File: src/design/lhc_pkg.sv
// Shared types, widths and status codes for the LRU handle cache.
package lhc_pkg;

	// Field widths
	localparam int KEY_W    = 16;
	localparam int HANDLE_W = 12;
	localparam int STAMP_W  = 32;
	localparam int STATUS_W = 3;
	localparam int SLOT_W   = 3;

	// Default table size and depth of the request queue
	localparam int ENTRIES_DEF = 8;
	localparam int Q_DEPTH     = 2;

	// Result status codes
	localparam logic [STATUS_W-1:0] ST_HIT        = 3'd0;
	localparam logic [STATUS_W-1:0] ST_FILL       = 3'd1;
	localparam logic [STATUS_W-1:0] ST_EVICT      = 3'd2;
	localparam logic [STATUS_W-1:0] ST_CLOSE_FAIL = 3'd3;
	localparam logic [STATUS_W-1:0] ST_OPEN_FAIL  = 3'd4;

	// One request as it travels from front to back, with its access stamp
	typedef struct packed {
		logic [KEY_W-1:0]    key;
		logic [HANDLE_W-1:0] open_handle;
		logic                open_ok;
		logic                close_ok;
		logic [STAMP_W-1:0]  stamp;
	} req_t;

endpackage

File: src/design/lhc_front.sv
// Front end: takes requests, stamps each with the advancing tick, pushes to the queue.
module lhc_front (
	input  logic                          clk,
	input  logic                          arst_n,
	input  logic                          in_valid,
	output logic                          in_ready,
	input  logic [lhc_pkg::KEY_W-1:0]     key,
	input  logic [lhc_pkg::HANDLE_W-1:0]  open_handle,
	input  logic                          open_ok,
	input  logic                          close_ok,
	input  logic                          q_full,
	output logic                          q_push,
	output lhc_pkg::req_t                 q_req
);
	import lhc_pkg::*;

	logic [STAMP_W-1:0] tick_q;
	logic [STAMP_W-1:0] tick_next;

	// Every accepted request advances the tick; it wraps at 32 bits
	assign tick_next = tick_q + STAMP_W'(1);
	assign in_ready  = !q_full;
	assign q_push    = in_valid && in_ready;

	always_comb begin
		q_req.key         = key;
		q_req.open_handle = open_handle;
		q_req.open_ok     = open_ok;
		q_req.close_ok    = close_ok;
		q_req.stamp       = tick_next;
	end

	always_ff @(posedge clk or negedge arst_n) begin
		if (!arst_n) begin
			tick_q <= '0;
		end else if (q_push) begin
			tick_q <= tick_next;
		end
	end

endmodule

File: src/design/lhc_queue.sv
// Short request queue between the front end and the table engine.
module lhc_queue (
	input  logic          clk,
	input  logic          arst_n,
	input  logic          push,
	input  lhc_pkg::req_t push_req,
	output logic          full,
	input  logic          pop,
	output logic          head_valid,
	output lhc_pkg::req_t head_req
);
	import lhc_pkg::*;

	localparam int QAW = (Q_DEPTH > 1) ? $clog2(Q_DEPTH) : 1;
	localparam int QCW = $clog2(Q_DEPTH + 1);
	localparam logic [QAW-1:0] LAST_PTR = QAW'(Q_DEPTH - 1);
	localparam logic [QCW-1:0] FULL_CNT = QCW'(Q_DEPTH);

	req_t           slots_q [Q_DEPTH];
	logic [QAW-1:0] wr_ptr_q;
	logic [QAW-1:0] rd_ptr_q;
	logic [QCW-1:0] count_q;
	logic           do_push;
	logic           do_pop;

	assign full       = (count_q == FULL_CNT);
	assign head_valid = (count_q != '0);
	assign head_req   = slots_q[rd_ptr_q];
	assign do_push    = push && !full;
	assign do_pop     = pop && head_valid;

	// Storage, no reset needed
	always_ff @(posedge clk) begin
		if (do_push) begin
			slots_q[wr_ptr_q] <= push_req;
		end
	end

	// Pointers and fill count
	always_ff @(posedge clk or negedge arst_n) begin
		if (!arst_n) begin
			wr_ptr_q <= '0;
			rd_ptr_q <= '0;
			count_q  <= '0;
		end else begin
			if (do_push) begin
				wr_ptr_q <= (wr_ptr_q == LAST_PTR) ? '0 : wr_ptr_q + QAW'(1);
			end
			if (do_pop) begin
				rd_ptr_q <= (rd_ptr_q == LAST_PTR) ? '0 : rd_ptr_q + QAW'(1);
			end
			if (do_push && !do_pop) begin
				count_q <= count_q + QCW'(1);
			end else if (do_pop && !do_push) begin
				count_q <= count_q - QCW'(1);
			end
		end
	end

	// Fill count never passes the depth
	a_count_range: assert property (@(posedge clk) disable iff (!arst_n)
		count_q <= FULL_CNT)
		else $error("queue count out of range");

endmodule

File: src/design/lhc_back.sv
// Table engine: key lookup, empty-slot fill, LRU victim scan and result register.
module lhc_back #(
	parameter int ENTRIES = lhc_pkg::ENTRIES_DEF
) (
	input  logic                          clk,
	input  logic                          arst_n,
	input  logic                          q_valid,
	input  lhc_pkg::req_t                 q_req,
	output logic                          q_pop,
	output logic                          out_valid,
	input  logic                          out_ready,
	output logic [lhc_pkg::STATUS_W-1:0]  status,
	output logic [lhc_pkg::HANDLE_W-1:0]  handle,
	output logic [lhc_pkg::SLOT_W-1:0]    slot,
	output logic [lhc_pkg::HANDLE_W-1:0]  victim_handle
);
	import lhc_pkg::*;

	localparam int IW = (ENTRIES > 1) ? $clog2(ENTRIES) : 1;
	localparam logic [IW-1:0] LAST_IDX = IW'(ENTRIES - 1);

	// Sequencer states
	localparam logic [1:0] S_IDLE = 2'd0;
	localparam logic [1:0] S_LOOK = 2'd1;
	localparam logic [1:0] S_SCAN = 2'd2;
	localparam logic [1:0] S_FIN  = 2'd3;

	logic [1:0]          state_q;
	req_t                req_q;
	logic [KEY_W-1:0]    key_q    [ENTRIES];
	logic [HANDLE_W-1:0] handle_q [ENTRIES];
	logic [STAMP_W-1:0]  stamp_q  [ENTRIES];
	logic [IW-1:0]       cnt_q;
	logic [IW-1:0]       best_idx_q;
	logic [STAMP_W-1:0]  best_q;

	logic                out_valid_q;
	logic [STATUS_W-1:0] status_q;
	logic [HANDLE_W-1:0] handle_out_q;
	logic [SLOT_W-1:0]   slot_q;
	logic [HANDLE_W-1:0] victim_q;

	logic [ENTRIES-1:0]  hit_vec;
	logic [ENTRIES-1:0]  empty_vec;
	logic [IW-1:0]       hit_idx;
	logic [IW-1:0]       empty_idx;
	logic                any_hit;
	logic                any_empty;
	logic [IW-1:0]       rd_idx;
	logic [HANDLE_W-1:0] rd_handle;
	logic [STAMP_W-1:0]  scan_stamp;
	logic                can_emit;

	logic                emit;
	logic [STATUS_W-1:0] emit_status;
	logic [HANDLE_W-1:0] emit_handle;
	logic [IW-1:0]       emit_idx;
	logic [HANDLE_W-1:0] emit_victim;
	logic                wr_entry;
	logic                wr_stamp;
	logic [IW-1:0]       wr_idx;
	logic                start_scan;
	logic [1:0]          state_next;

	// Parallel key match and empty detect, lowest index wins
	always_comb begin
		hit_idx   = '0;
		empty_idx = '0;
		for (int i = ENTRIES - 1; i >= 0; i--) begin
			hit_vec[i]   = (key_q[i] != '0) && (key_q[i] == req_q.key);
			empty_vec[i] = (key_q[i] == '0);
			if (hit_vec[i]) begin
				hit_idx = IW'(i);
			end
			if (empty_vec[i]) begin
				empty_idx = IW'(i);
			end
		end
	end

	assign any_hit   = |hit_vec;
	assign any_empty = |empty_vec;

	// Single handle read port; stamps are read at the scan index and at slot 0
	assign rd_idx     = (state_q == S_FIN) ? best_idx_q : hit_idx;
	assign rd_handle  = handle_q[rd_idx];
	assign scan_stamp = stamp_q[cnt_q];
	assign can_emit   = !out_valid_q || out_ready;

	// Per-state action decode
	always_comb begin
		emit        = 1'b0;
		emit_status = ST_HIT;
		emit_handle = '0;
		emit_idx    = '0;
		emit_victim = '0;
		wr_entry    = 1'b0;
		wr_stamp    = 1'b0;
		wr_idx      = '0;
		start_scan  = 1'b0;
		q_pop       = 1'b0;
		state_next  = state_q;
		case (state_q)
			S_IDLE: begin
				if (q_valid) begin
					q_pop      = 1'b1;
					state_next = S_LOOK;
				end
			end
			S_LOOK: begin
				if (any_hit) begin
					if (can_emit) begin
						emit        = 1'b1;
						emit_status = ST_HIT;
						emit_handle = rd_handle;
						emit_idx    = hit_idx;
						wr_stamp    = 1'b1;
						wr_idx      = hit_idx;
						state_next  = S_IDLE;
					end
				end else if (any_empty) begin
					if (can_emit) begin
						emit       = 1'b1;
						emit_idx   = empty_idx;
						state_next = S_IDLE;
						if (req_q.open_ok) begin
							emit_status = ST_FILL;
							emit_handle = req_q.open_handle;
							wr_entry    = 1'b1;
							wr_idx      = empty_idx;
						end else begin
							emit_status = ST_OPEN_FAIL;
						end
					end
				end else begin
					start_scan = 1'b1;
					state_next = S_SCAN;
				end
			end
			S_SCAN: begin
				if (cnt_q == LAST_IDX) begin
					state_next = S_FIN;
				end
			end
			S_FIN: begin
				if (can_emit) begin
					emit       = 1'b1;
					emit_idx   = best_idx_q;
					state_next = S_IDLE;
					if (!req_q.close_ok) begin
						emit_status = ST_CLOSE_FAIL;
						emit_victim = rd_handle;
					end else if (!req_q.open_ok) begin
						emit_status = ST_OPEN_FAIL;
					end else begin
						emit_status = ST_EVICT;
						emit_handle = req_q.open_handle;
						emit_victim = rd_handle;
						wr_entry    = 1'b1;
						wr_idx      = best_idx_q;
					end
				end
			end
			default: begin
				state_next = S_IDLE;
			end
		endcase
	end

	// Control state, keys (zero marks empty) and output valid
	always_ff @(posedge clk or negedge arst_n) begin
		if (!arst_n) begin
			state_q     <= S_IDLE;
			out_valid_q <= 1'b0;
			for (int i = 0; i < ENTRIES; i++) begin
				key_q[i] <= '0;
			end
		end else begin
			state_q <= state_next;
			if (emit) begin
				out_valid_q <= 1'b1;
			end else if (out_ready) begin
				out_valid_q <= 1'b0;
			end
			if (wr_entry) begin
				key_q[wr_idx] <= req_q.key;
			end
		end
	end

	// Payload: held request, handles, stamps, scan registers, result fields
	always_ff @(posedge clk) begin
		if (q_pop) begin
			req_q <= q_req;
		end
		if (wr_entry) begin
			handle_q[wr_idx] <= req_q.open_handle;
		end
		if (wr_entry || wr_stamp) begin
			stamp_q[wr_idx] <= req_q.stamp;
		end
		if (start_scan) begin
			best_q     <= stamp_q[0];
			best_idx_q <= '0;
			cnt_q      <= IW'(1);
		end else if (state_q == S_SCAN) begin
			if (scan_stamp < best_q) begin
				best_q     <= scan_stamp;
				best_idx_q <= cnt_q;
			end
			if (cnt_q != LAST_IDX) begin
				cnt_q <= cnt_q + IW'(1);
			end
		end
		if (emit) begin
			status_q     <= emit_status;
			handle_out_q <= emit_handle;
			slot_q       <= SLOT_W'(emit_idx);
			victim_q     <= emit_victim;
		end
	end

	assign out_valid     = out_valid_q;
	assign status        = status_q;
	assign handle        = handle_out_q;
	assign slot          = slot_q;
	assign victim_handle = victim_q;

	// A nonzero key is only inserted on a miss, so it sits in at most one slot
	a_hit_unique: assert property (@(posedge clk) disable iff (!arst_n)
		$onehot0(hit_vec))
		else $error("key present in more than one slot");

	// The victim scan only runs on a full table
	a_scan_full: assert property (@(posedge clk) disable iff (!arst_n)
		(state_q == S_SCAN || state_q == S_FIN) |-> (empty_vec == '0))
		else $error("victim scan with an empty slot present");

	// Scan index stays inside the table
	a_scan_range: assert property (@(posedge clk) disable iff (!arst_n)
		(state_q == S_SCAN) |-> (cnt_q <= LAST_IDX))
		else $error("scan index past the last slot");

	// A result is only loaded when the output register is free or draining
	a_emit_free: assert property (@(posedge clk) disable iff (!arst_n)
		emit |-> (!out_valid_q || out_ready))
		else $error("result overwritten before it was taken");

endmodule

File: src/design/lru_handle_cache.sv
// Top level of the LRU handle cache: front end, request queue and table engine.
//
// Use: a request carries a nonzero key plus the outcome of an external open
// (open_ok, open_handle) and of an external close (close_ok), used only on a
// miss. Each request gives exactly one result: status, handle, slot and
// victim_handle, on a valid/ready channel of its own.
// Path: an accepted request is queued, popped into the held request register,
// looked up, and its result loaded into the output register. A miss on a full
// table adds a victim scan over the stamps, one stamp per cycle.
// Overlap: the table engine handles one request at a time and takes the next
// only once it is through with the last. The front end stamps requests with
// the tick and keeps accepting until the two-deep queue is full.
// Reset: all slots empty, tick zero, queue empty, no result pending.
// Stall: a result waits in the output register while out_ready is low; the
// engine holds the next request until that register frees, and the input
// side backs up through the queue.
module lru_handle_cache #(
	parameter int ENTRIES = lhc_pkg::ENTRIES_DEF
) (
	input  logic                          clk,
	input  logic                          arst_n,
	input  logic                          in_valid,
	output logic                          in_ready,
	input  logic [lhc_pkg::KEY_W-1:0]     key,
	input  logic [lhc_pkg::HANDLE_W-1:0]  open_handle,
	input  logic                          open_ok,
	input  logic                          close_ok,
	output logic                          out_valid,
	input  logic                          out_ready,
	output logic [lhc_pkg::STATUS_W-1:0]  status,
	output logic [lhc_pkg::HANDLE_W-1:0]  handle,
	output logic [lhc_pkg::SLOT_W-1:0]    slot,
	output logic [lhc_pkg::HANDLE_W-1:0]  victim_handle
);
	import lhc_pkg::*;

	logic q_full;
	logic q_push;
	req_t push_req;
	logic q_pop;
	logic q_valid;
	req_t head_req;

	lhc_front u_front (
		.clk         (clk),
		.arst_n      (arst_n),
		.in_valid    (in_valid),
		.in_ready    (in_ready),
		.key         (key),
		.open_handle (open_handle),
		.open_ok     (open_ok),
		.close_ok    (close_ok),
		.q_full      (q_full),
		.q_push      (q_push),
		.q_req       (push_req)
	);

	lhc_queue u_queue (
		.clk        (clk),
		.arst_n     (arst_n),
		.push       (q_push),
		.push_req   (push_req),
		.full       (q_full),
		.pop        (q_pop),
		.head_valid (q_valid),
		.head_req   (head_req)
	);

	lhc_back #(
		.ENTRIES (ENTRIES)
	) u_back (
		.clk           (clk),
		.arst_n        (arst_n),
		.q_valid       (q_valid),
		.q_req         (head_req),
		.q_pop         (q_pop),
		.out_valid     (out_valid),
		.out_ready     (out_ready),
		.status        (status),
		.handle        (handle),
		.slot          (slot),
		.victim_handle (victim_handle)
	);

endmodule

File: config.mk
export PLATFORM = sky130hd
export DESIGN_NAME = lru_handle_cache
export DESIGN_NICKNAME = d
export VERILOG_FILES = /design/src/design/lhc_pkg.sv /design/src/design/lhc_front.sv /design/src/design/lhc_queue.sv /design/src/design/lhc_back.sv /design/src/design/lru_handle_cache.sv
export SDC_FILE = /design/constraint.sdc
export NUM_CORES = 1
export LEC_CHECK = 0
export BUFFER_PORTS_ARGS = -buffer_cell sky130_fd_sc_hd__buf_2
export CORE_MARGIN = 4
export CORE_UTILIZATION = 35
export CTS_CLUSTER_SIZE = 24
export DETAILED_ROUTE_END_ITERATION = 10
export GPL_ROUTABILITY_DRIVEN = 0
export HOLD_SLACK_MARGIN = 0.1
export PLACE_DENSITY = 0.6
export SLEW_MARGIN = 40
export SYNTH_ARGS = -nofsm -noshare
export SYNTH_HDL_FRONTEND = slang
export SYNTH_SLANG_ARGS = --single-unit
File: constraint.sdc
create_clock -name clk -period 7.1 [get_ports clk]
set_input_delay 1.065 -clock clk [delete_from_list [all_inputs] [get_ports clk]]
set_output_delay 1.065 -clock clk [all_outputs]
set_load 0.05 [all_outputs]
==> results by group, run 1 <==
Outcome
  • Status: finished, final reports clean

Detailed routing
  • Vias per cell: 4.96
  • Drc violations: 0
  • Drt wl/cell: 20.3 um
  • Vias after detailed routing: 16700
  • Final WL: 68.4 mm
  • Antenna viol nets, final: 0
  • DRT Pass-1 Iters: 5
  • DR iter-0 viols: 1073

STA
  • Clk_skew: 50.7 ps
  • Rel. slew slack: 44.0%
  • Worst setup margin: 2270 ps
  • Fin Setup TNS: 0 ps
  • RSZ-0062 raised after global routing: false
  • # setup viols final: 0
  • Final hold violations: 0
  • Least-Margin Pin Slew: 838 ps
  • Final Max Tran Viols: 0
  • Tcrit/Tclk final: 68.0%
  • Minimum clock period after layout: 4830 ps
  • FMAX: 207 MHz

Floorplan
  • Total I/O pin count: 66
  • Die width: 315 um
  • Die area: 0.0990 mm2
  • Die Height: 315 um
  • Initial core utilization: 35.3%
  • Core ar.: 0.0933 mm2
  • Site row count: 112

Logic synthesis
  • Simple-gate area share of the yosys netlist: 5.21%
  • Cells after Synth: 1945
  • Syn_area_per_cell: 16.9 um2
  • Mapped Area: 0.0329 mm2
  • Asr flop ratio synth: 21.5%
  • Synthesized Nets: 2014
  • Ys flop type: edfxtp_1
  • Register area share after synthesis: 68.0%
  • Seq cells post-synth: 776
  • Post-Synth XOR/XNOR Area: 5.25%
  • Yosys warns: 0
  • Compound-Gate Fraction of Synth Area: 2.34%
  • Post-synthesis mux area share: 15.8%
  • Post-synth EDFFs: 600
  • Synth unique cells: 70
  • Synth Area in Adders: 1.33%
  • Largest family of logic cells by synthesized area: multiplexers

Finish
  • Post-Layout Inst Area: 0.0375 mm2
  • Share of cells above drive strength 1: 27.5%
  • Util after Layout: 40.2%
  • Area growth, synth to finish: 13.9%
  • Filler cells: 8418
  • Nets: 2120

Setup path
  • CP Depth: 12
  • Reg-to-reg endpoint: u_back.key_q[19]
  • R2r worst-path depth: 12
  • Slowest CP cell: edfxtp_1
  • WP data required: 7610 ps
  • Critical Path AT: 5340 ps
  • Worst r2r src: u_back.req_q[57]
  • Worst-path cell chain: buf_8, xor2_1, nor4_1, and3_1, a22oi_2, nand4_4, nor2_2, a31o_2, nand2_1, nor3_4, buf_4, mux2_2
  • Crit start category: flip-flop
  • Worst stage delay on the critical path: 730 ps
  • CP Capture Type: flip-flop
  • Crit-path max FO: 19
  • Top delay family on crit path: simple AND/OR/NAND/NOR gates
  • Setup CP Type: reg2reg
  • Worst R2R Setup Slack: 2270 ps
  • WP buf/inv: 2

Run
  • Max-cap viol count: 0

Clock tree
  • CTS H-Tree Depth: 3
  • Post-cts resize count: 0
  • Clock transition at path regs: 60 ps
  • Clk buf depth: 3
  • CTS tree: done
  • Clk Latency, worst-skew pair: 650 ps
  • Total setup buffers inserted after CTS: 0
  • CTS Hold Buffers Added: 0
  • Root Buffer: clkbuf_16
  • CTS Sinks: 776
  • TritonCTS buffer count: 80

Global routing
  • Global-route wire length before repair: 107 mm
  • GR Util All Layers: 13.9%
  • GRT overflow: 0
  • Largest net degree at the start of global routing: 92
  • Vias in the first global route: 17800
  • Initial antenna violation count: 2

Worst hold path
  • Hold Crit Class: in2async

Power
  • Leakage: 13.7 nW
  • P per Cell Area: 454 mW/mm2
  • Peak VDD IR: 0.317 mV

Placement
  • Area after DPL: 0.0348 mm2
  • Pre-CTS setup slack: 2300 ps
  • # port buffers: 65
  • Hpwl dp: 43.1 mm
[cell type report]
type / count / area [um2] / share of cell area (%)
flip-flops and latches: 776 / 22400 / 59.7
multi-input cells: 1036 / 9950 / 26.6
clock buffers: 108 / 2170 / 5.78
well taps: 1254 / 1570 / 4.18
repair buffers: 115 / 837 / 2.23
clock inverters: 39 / 422 / 1.12
inverters: 42 / 158 / 0.420
diodes: 1 / 2.50 / 0.00667
[registers in the layout, summed over array words and instances (netlist names), 12 cells and up, named ones only]
| name | flops |
|---|---|
| u_back.handle | 12 |
| u_queue.slots_q | 124 |
| u_back.req_q | 62 |
| u_back.stamp_q | 256 |
| u_back.best_q | 32 |
| u_back.key_q | 128 |
| u_front.tick_q | 32 |
| u_back.handle_q | 96 |
| u_back.victim_handle | 12 |
[per-layer routing]
metal	routed length [um]	GRT usage (%)	vias to the layer above
met5	13	0	-
met1	30400	18.5	8652
met3	2760	2.32	95
li1	-	-	7654
met2	34000	23.5	303
met4	1320	3.81	2
[cells by family (layout without fill, tap and decap cells)]
logic type / count (synthesis) / count (layout)
mux: 392 / 392
buf+inv: 133 / 304
flops: 776 / 776
other cells: 0 / 1
fa+ha+maj: 35 / 35
xor+xnor: 194 / 194
compound gates: 106 / 106
simple gates: 309 / 309
[stage by stage]
stage               power (W)  hold WS, ps  instances
detailed placement     0.0131          485       3218
global route           0.0179          354       3370
CTS                    0.0172          497       3365
global placement       0.0128          480       3204
floorplan              0.0114          461       1945
finish                 0.0170          367       3371
[cells in the final DEF (no fill, tap or decap), types with 10 or more instances in the layout]
master and n:
o22ai_1 23, inv_1 41, nand2_1 77, nand4_1 35
buf_6 12, mux2_4 37, a21o_1 12, mux2i_1 53
mux2_1 33, mux2_2 205, nor2_1 44, xor2_1 99
nand3_1 18, buf_4 30, a21oi_1 20, clkbuf_1 22
dfrtp_1 166, nor4_1 53, edfxtp_1 600, a211o_1 11
and3_1 19, clkbuf_16 80, ha_1 35, nand2b_1 10
mux4_2 64, buf_2 64, clkinv_2 14, xnor2_1 91
clkinv_1 12
[worst max path at each step]
stage / slack, ps / from / to
after floorplan: 2050 / out_ready / u_back.stamp_q[0][0]
after global placement: 2290 / u_back.req_q[57] / u_back.handle_q[7][7]
after detailed placement: 2300 / u_back.req_q[47] / u_back.key_q[19]
after CTS: 2270 / u_back.req_q[47] / u_back.key_q[19]
after global routing: 2110 / u_back.req_q[57] / u_back.key_q[19]
final: 2270 / u_back.req_q[57] / u_back.key_q[19]
[report_power, final]
part           total (W)  internal [W]  leakage, nW  switching [W]
clock network    0.00409       0.00233         1.27        0.00176
registers        0.00795       0.00692         7.78        0.00104
logic            0.00498       0.00209         4.69        0.00289
total             0.0170        0.0113         13.7        0.00569
[cells in the mapped netlist (all sizes together) (4+ instances only)]
library cell	count	area share (%)
a211o	11	0.29
a21o	12	0.27
a21oi	21	0.35
a22oi	4	0.16
and2	6	0.11
and3	21	0.41
buf	58	1.2
clkbuf	33	0.38
dfrtp	167	13
dfxtp	9	0.55
edfxtp	600	55
ha	35	1.3
inv	42	0.48
mux2	275	9.8
mux2i	53	1.6
mux4	64	4.4
nand2	78	0.89
nand2b	10	0.19
nand3	19	0.30
nand4	40	0.99
nor2	55	0.63
nor2b	4	0.076
nor3	14	0.35
nor4	54	1.1
o21ai	10	0.15
o22ai	23	0.44
xnor2	95	2.6
xor2	99	2.6
Note: power is estimated with default switching activity, not from simulation.
==> run 2: changes to the inputs <==
ABC_AREA = 1   (was not set)
PLACE_DENSITY = 0.61   (was 0.6)
clock period = 4 ns   (was 7.1 ns; I/O delays follow)
==> results by group, run 2 <==
Clock tree
  • Clk buf depth: 3 (unchanged)
  • Clock transition at path regs: 70 ps (about the same)
  • TritonCTS buffer count: 80 (unchanged)
  • CTS H-Tree Depth: 3 (unchanged)
  • Clk Latency, worst-skew pair: 640 ps (about the same)
  • CTS Sinks: 776 (unchanged)
  • Root Buffer: clkbuf_16
  • CTS tree: done

Finish
  • Util after Layout: 40.4% (+0.21 points)
  • Most flops, register: u_back.stamp_q
  • Area growth, synth to finish: 14.0% (about the same)
  • Nets: 3390 (+60%)
  • Share of cells above drive strength 1: 10.9% (-17 points)
  • Largest register FFs: 256 (unchanged)
  • Commonest non-fill, non-tap cells in the layout: nand2_1 (849), edfxtp_1 (600), nor2_1 (301), nand3_1 (271), inv_1 (183)
  • Fin cells: 4662 (+38%)
  • Largest regs: u_back.stamp_q x256, u_back.key_q x128, u_queue.slots_q x124
  • Commonest non-fill, non-tap cell in the layout: nand2_1

Floorplan
  • Site row count: 114 (+1.8%)
  • Initial core utilization: 35.4% (+0.16 points)
  • Die area: 0.103 mm2 (+4.3%)
  • Total I/O pin count: 66 (unchanged)
  • Die width: 321 um (+2.1%)
  • Core ar.: 0.0970 mm2 (+3.9%)
  • Die Height: 321 um (+2.1%)

Outcome
  • Status: finished, final reports clean

Power
  • Switching Share: 39.9% (+6.5 points)
  • Leakage: 15.9 nW (+15%)
  • Clock share of power: 21.4% (-2.6 points)
  • Peak VDD IR: 0.571 mV (+80%)
  • Logic pwr share: 37.5% (+8.3 points)
  • P per Cell Area: 879 mW/mm2 (+94%)
  • Sequential power share: 41.1% (-5.6 points)
  • Sw Pwr: 0.0137 W (+140%)
  • Internal power: 0.0207 W (+82%)
  • Total power: 0.0344 W (+100%)

Setup path
  • Crit-path max FO: 16 (-3)
  • Critical Path AT: 3850 ps (-1490 ps)
  • Slowest CP cell: edfxtp_1
  • Crit start category: flip-flop
  • Worst R2R Setup Slack: 490 ps (-1790 ps)
  • WP data required: 4330 ps (-3280 ps)
  • Worst-path cell chain: buf_4, nand2_1, nand2_1, nor2_1, nand2_1, nor2_1, nand3_1, o21ai_1, nor2_2, nand2_4, inv_2, nand3_1, nor2_1, inv_2, nand2_2, buf_12
  • Setup CP Type: reg2reg
  • Worst stage delay on the critical path: 660 ps (-70 ps)
  • CP Capture Type: flip-flop

STA
  • Minimum clock period after layout: 3510 ps (-1310 ps)
  • RSZ-0062 raised after global routing: false
  • Clk_skew: 36.7 ps (-14.0 ps)
  • Fin Setup TNS: 0 ps (unchanged)
  • Tcrit/Tclk final: 87.8% (+20 points)
  • Final hold violations: 0 (unchanged)
  • FMAX: 285 MHz (+37%)
  • # setup viols final: 0 (unchanged)
  • Least-Margin Pin Slew: 667 ps (-171 ps)
  • Final Max Tran Viols: 0 (unchanged)
  • Rel. slew slack: 55.4% (+11 points)

Logic synthesis
  • Synth unique cells: 56 (-20%)
  • Register area share after synthesis: 65.1% (-2.9 points)
  • Synthesized Nets: 3297 (+64%)
  • Asr flop ratio synth: 21.5% (unchanged)
  • Ys flop type: edfxtp_1
  • Mapped Area: 0.0344 mm2 (+4.4%)
  • Post-synth EDFFs: 600 (unchanged)
  • Top cells by count, synth: nand2_1 (850), edfxtp_1 (600), nor2_1 (303)
  • Most frequent cell after synthesis: nand2_1
  • Cells after Synth: 3228 (+66%)
  • Syn_area_per_cell: 10.6 um2 (-37%)
  • Post-synth top area share: 52.4% (-2.3 points)
  • Seq cells post-synth: 776 (unchanged)
  • Post-synth top area cell: edfxtp_1
  • Yosys warns: 0 (unchanged)
  • Ranking of synthesized cells by area: edfxtp_1 (52%), dfrtp_1 (12%), nand2_1 (9.3%), nand3_1 (3.9%), nor2_1 (3.3%)

Worst hold path
  • Hold Crit Class: in2reg

Global routing
  • Largest net degree at the start of global routing: 99 (+7.6%)
  • GR Util All Layers: 15.8% (+2.0 points)
  • GRT overflow: 0 (unchanged)
  • Vias in the first global route: 22600 (+27%)
  • Initial antenna violation count: 0 (-2)
  • Global-route wire length before repair: 130 mm (+22%)

Detailed routing
  • DR iter-0 viols: 2081 (+94%)
  • Vias after detailed routing: 23200 (+39%)
  • Final WL: 82.2 mm (+20%)
  • Drc violations: 0 (unchanged)
  • Vias per cell: 4.98 (+0.41%)
  • DRT Pass-1 Iters: 5 (unchanged)
  • Drt wl/cell: 17.6 um (-13%)
  • Antenna viol nets, final: 0 (unchanged)

Run
  • Max-cap viol count: 0 (unchanged)

Placement
  • # port buffers: 65 (unchanged)
  • Hpwl dp: 52.6 mm (+22%)
  • Placed insts: 4512 (+40%)
[run 2: changes by cell type in the layout (fill, tap and decap cells not counted), moves of 64 or more]
cell and change:
nand2_1 +772, inv_1 +142, mux4_2 -64, nor2_1 +257
o21ai_0 +167, nand3_1 +253, mux2_2 -205
[run 2: worst paths after layout]
| kind | start | end | cells past startpoint |
|---|---|---|---|
| worst max register to register | u_back.req_q[51] | u_back.best_q[4] | 16 |
| worst max-delay path | u_back.req_q[51] | u_back.best_q[4] | 16 |
| min in group asynchronous | arst_n | u_back.key_q[25] | 2 |
| worst min register to register | u_back.key_q[117] | u_back.key_q[117] | 2 |
| max in group asynchronous | arst_n | u_queue.rd_ptr_q | 4 |
| worst min-delay path | key[3] | u_queue.slots_q[1][49] | 1 |
[run 2: cell type report]
type | count | area, um2
Clock buffer | 107 | 2140
Fill cell | 9181 | 57800
Clock inverter | 39 | 443
Inverter | 202 | 768
Multi-Input combinational cell | 2084 | 10300
Tap cell | 1276 | 1600
Timing Repair Buffer | 177 | 1490
Antenna cell | 1 | 2.50
Sequential cell | 776 | 22400
[run 2: logic make-up (layout without fill, tap and decap cells)]
kind of cell / after synthesis / count (layout) / share of synthesized area, %
flops: 776 / 776 / 65.1
other cells: 0 / 1 / 0
xor+xnor: 116 / 116 / 2.98
compound gates: 338 / 338 / 5.33
fa+ha+maj: 35 / 35 / 1.27
simple gates: 1595 / 1595 / 20.4
buf+inv: 368 / 525 / 4.87
[run 2: power groups by stage]
stage               clock (W)  combinational, W  sequential, W
finish                0.00738            0.0129         0.0141
global route          0.00791            0.0144         0.0144
CTS                   0.00756            0.0130         0.0141
detailed placement          0            0.0129         0.0143
global placement            0            0.0128         0.0142
floorplan                   0           0.00866         0.0140
[run 2: stage by stage]
step | cell area [um2] | setup slack [ps] | hold slack [ps]
floorplan | 34400 | 29.4 | 304
global placement | 36500 | 560 | 479
detailed placement | 36500 | 522 | 485
CTS | 39100 | 515 | 104
global route | 39200 | 181 | 112
finish | 39200 | 487 | 143
[run 2: worst max-delay path, delay by kind of cell (launching register included)]
family | cells | cell delay (ps)
DFF | 1 | 660
and+or+nand+nor | 11 | 1720
buffers and inverters | 4 | 690
AOI/OAI and AO/OA | 1 | 120
[run 2: layer usage]
layer / routed length (um) / vias up / GRT usage, %
met5: 0 / - / 0
met4: 1480 / 0 / 3.85
met3: 4170 / 110 / 2.28
met2: 39900 / 591 / 26.7
met1: 36700 / 11300 / 21.7
li1: - / 11200 / -
[run 2: repair_timing]
item | CTS | global route
hold buffers | 1 | 0
resized for setup | 0 | 0
buffers inserted | 0 | 0
hold endpoints to repair | 96 | 0
==> run 3: changes to the inputs <==
SETUP_SLACK_MARGIN = 0.15   (was not set)
SYNTH_HIERARCHICAL = 1   (was not set)
==> results by group, run 3 <==
Outcome
  • Status: finished, final reports clean

Setup path
  • Worst Setup EP: u_back/stamp_q[0][11]
  • CP Depth: 17 (+1)
  • CP Capture Type: flip-flop
  • Worst stage delay on the critical path: 620 ps (-40 ps)
  • R2r worst-path depth: 17 (+1)
  • Crit-path max FO: 32 (+16)
  • Setup crit start: u_back/req_q[48]
  • WP data required: 4310 ps (-20 ps)
  • WP buf/inv: 2 (-2)
  • Crit start category: flip-flop
  • Critical Path AT: 3940 ps (+90 ps)
  • Worst R2R Setup Slack: 360 ps (-120 ps)
  • Worst r2r src: u_back/req_q[48]
  • Top delay family on crit path: simple AND/OR/NAND/NOR gates
  • Worst-path cell chain: inv_1, nand2_1, nand2_1, nor2_1, nand3_1, nor3_1, nand3_1, nand2_1, nor2_2, nand2_2, nand2_1, nand3_1, nand2_2, nor2_2, nand3_1, nor2_4, buf_12
  • Setup CP Type: reg2reg
  • Reg-to-reg endpoint: u_back/stamp_q[0][11]
  • Slowest CP cell: edfxtp_1

Floorplan
  • Site row count: 115 (+0.88%)
  • Die Height: 323 um (+0.65%)
  • Core ar.: 0.0986 mm2 (+1.6%)
  • Total I/O pin count: 66 (unchanged)
  • Die area: 0.105 mm2 (+1.3%)
  • Initial core utilization: 35.3% (-0.097 points)
  • Die width: 323 um (+0.65%)

Detailed routing
  • Vias after detailed routing: 23900 (+3.0%)
  • DR iter-0 viols: 1875 (-9.9%)
  • Drt wl/cell: 17.5 um (-0.56%)
  • DRT Pass-1 Iters: 5 (unchanged)
  • Drc violations: 0 (unchanged)
  • Vias per cell: 4.88 (-2.0%)
  • Final WL: 85.9 mm (+4.6%)
  • Antenna viol nets, final: 0 (unchanged)

Logic synthesis
  • Most frequent cell after synthesis: nand2_1
  • Post-synth top area share: 51.7% (-0.69 points)
  • Synth Area in Adders: 1.26% (-0.017 points)
  • Asr flop ratio synth: 21.5% (unchanged)
  • Post-synthesis mux area share: 0% (unchanged)
  • Top cells by count, synth: nand2_1 (1075), edfxtp_1 (600), nor2_1 (376)
  • Post-synth EDFFs: 600 (unchanged)
  • Post-Synth XOR/XNOR Area: 2.44% (-0.54 points)
  • Cells after Synth: 3444 (+6.7%)
  • Register area share after synthesis: 64.2% (-0.86 points)
  • Mapped Area: 0.0348 mm2 (+1.3%)
  • Synthesized Nets: 3513 (+6.6%)
  • Seq cells post-synth: 776 (unchanged)
  • Synth unique cells: 51 (-8.9%)
  • Yosys warns: 6 (+6)
  • Syn_area_per_cell: 10.1 um2 (-5.0%)
  • Ranking of synthesized cells by area: edfxtp_1 (52%), dfrtp_1 (12%), nand2_1 (12%), nor2_1 (4.1%), o21ai_0 (3.1%)
  • Simple-gate area share of the yosys netlist: 21.2% (+0.78 points)
  • Compound-Gate Fraction of Synth Area: 5.72% (+0.39 points)
  • Largest family of logic cells by synthesized area: simple AND/OR/NAND/NOR gates
  • Post-synth top area cell: edfxtp_1
  • Ys flop type: edfxtp_1

Global routing
  • Global-route wire length before repair: 133 mm (+2.7%)
  • Initial antenna violation count: 4 (+4)
  • GR Util All Layers: 16.4% (+0.51 points)
  • Vias in the first global route: 22900 (+1.7%)
  • GRT overflow: 0 (unchanged)
  • Largest net degree at the start of global routing: 89 (-10%)

Clock tree
  • Clk Latency, worst-skew pair: 660 ps (+20 ps)
  • CTS tree: done
  • Clock transition at path regs: 60 ps (about the same)
  • CTS H-Tree Depth: 3 (unchanged)
  • TritonCTS buffer count: 83 (+3.8%)
  • Clk buf depth: 3 (unchanged)
  • CTS Sinks: 776 (unchanged)
  • Root Buffer: clkbuf_16

STA
  • Rel. slew slack: 46.5% (-8.9 points)
  • Tcrit/Tclk final: 90.9% (+3.1 points)
  • RSZ-0062 raised after global routing: false
  • Clk_skew: 42.7 ps (+6.05 ps)
  • FMAX: 275 MHz (-3.4%)
  • Fin Setup TNS: 0 ps (unchanged)
  • # setup viols final: 0 (unchanged)
  • Final hold violations: 0 (unchanged)
  • Minimum clock period after layout: 3640 ps (+123 ps)
  • Least-Margin Pin Slew: 802 ps (+135 ps)
  • Final Max Tran Viols: 0 (unchanged)

Worst hold path
  • Hold Crit Class: in2reg

Finish
  • Largest register FFs: 256 (unchanged)
  • Area growth, synth to finish: 14.7%
  • Most flops, register: u_back/stamp_q
  • Share of cells above drive strength 1: 10.8% (-0.077 points)
  • Commonest non-fill, non-tap cell in the layout: nand2_1
  • Nets: 3614 (+6.6%)
  • Util after Layout: 40.5% (+0.17 points)
  • Commonest non-fill, non-tap cells in the layout: nand2_1 (1073), edfxtp_1 (600), nor2_1 (372), o21ai_0 (216), inv_1 (208)
  • Largest regs: u_back/stamp_q x256, u_back/key_q x128, u_queue/slots_q x124
  • Fin cells: 4903 (+5.2%)

Placement
  • Hpwl dp: 55.6 mm (+5.6%)
  • Placed insts: 4718 (+4.6%)
  • # port buffers: 65 (unchanged)

Run
  • Max-cap viol count: 0 (unchanged)

Power
  • Switching Share: 39.5% (-0.45 points)
  • Sw Pwr: 0.0138 W (+0.51%)
  • Internal power: 0.0212 W (+2.4%)
  • Peak VDD IR: 0.547 mV (-4.3%)
  • Logic pwr share: 36.2% (-1.3 points)
  • Total power: 0.0350 W (+1.6%)
  • Clock share of power: 22.8% (+1.4 points)
  • Sequential power share: 41.0% (about the same)
  • Leakage: 16.3 nW (+2.7%)
  • P per Cell Area: 875 mW/mm2 (-0.39%)
[run 3: layout make-up]
class / count / area [um2]
fill: 9333 / 58600
timing repair buffer: 183 / 1470
multi-input combinational: 2274 / 10700
clock buffer: 112 / 2370
clock inverter: 41 / 517
sequential: 776 / 22400
antenna: 3 / 7.51
tap: 1287 / 1610
inverter: 227 / 865
[run 3: layer usage]
layer / vias up / GRT usage [%] / share of wire [%]
met5: - / 0 / 0
met4: 0 / 5.19 / 2.4
met3: 115 / 2.62 / 6.2
met2: 688 / 26.1 / 45
met1: 11400 / 23.0 / 46
li1: 11700 / - / -
[run 3: worst min-delay path by stage]
stage                     slack, ps                      to  depth (start not counted)               start
final                           140  u_queue/slots_q[1][52]                          1              key[6]
after global routing            120  u_queue/slots_q[0][52]                          1              key[6]
after CTS                       100  u_queue/slots_q[1][52]                          1              key[6]
after detailed placement        470      u_queue/count_q[1]                          2  u_queue/count_q[1]
after global placement          450      u_queue/count_q[1]                          2  u_queue/count_q[1]
after floorplan                 300         u_back/key_q[0]                          0              arst_n
[run 3: logic make-up (layout without fill, tap and decap cells)]
group | after synthesis | in the layout
simple gates | 1773 | 1773
flops | 776 | 776
buf+inv | 394 | 563
compound gates | 376 | 376
xor+xnor | 90 | 90
fa+ha+maj | 35 | 35
other cells | 0 | 3
[run 3: power by group through the flow]
stage	logic, W	registers [W]	clock network (W)
2_1_floorplan	0.00821	0.0142	0
3_3_place_gp	0.0123	0.0145	0
3_5_place_dp	0.0124	0.0146	0
4_1_cts	0.0125	0.0144	0.00816
5_1_grt	0.0141	0.0146	0.00851
6_report	0.0127	0.0143	0.00796
[run 3: through the flow]
| stage | hold WS [ps] | worst slack (ps) | instance area, um2 |
|---|---|---|---|
| after floorplan | 304 | -632 | 34800 |
| after global placement | 453 | 356 | 36800 |
| after detailed placement | 465 | 332 | 36800 |
| after CTS | 100 | 293 | 39800 |
| after global routing | 123 | 153 | 40000 |
| final | 144 | 364 | 40000 |
[run 3: repair_timing]
action	CTS	global route
resized for setup	0	4
hold buffers	16	0
setup endpoints to repair	0	509
buffers inserted	0	13
endpoints found under the hold margin	113	0
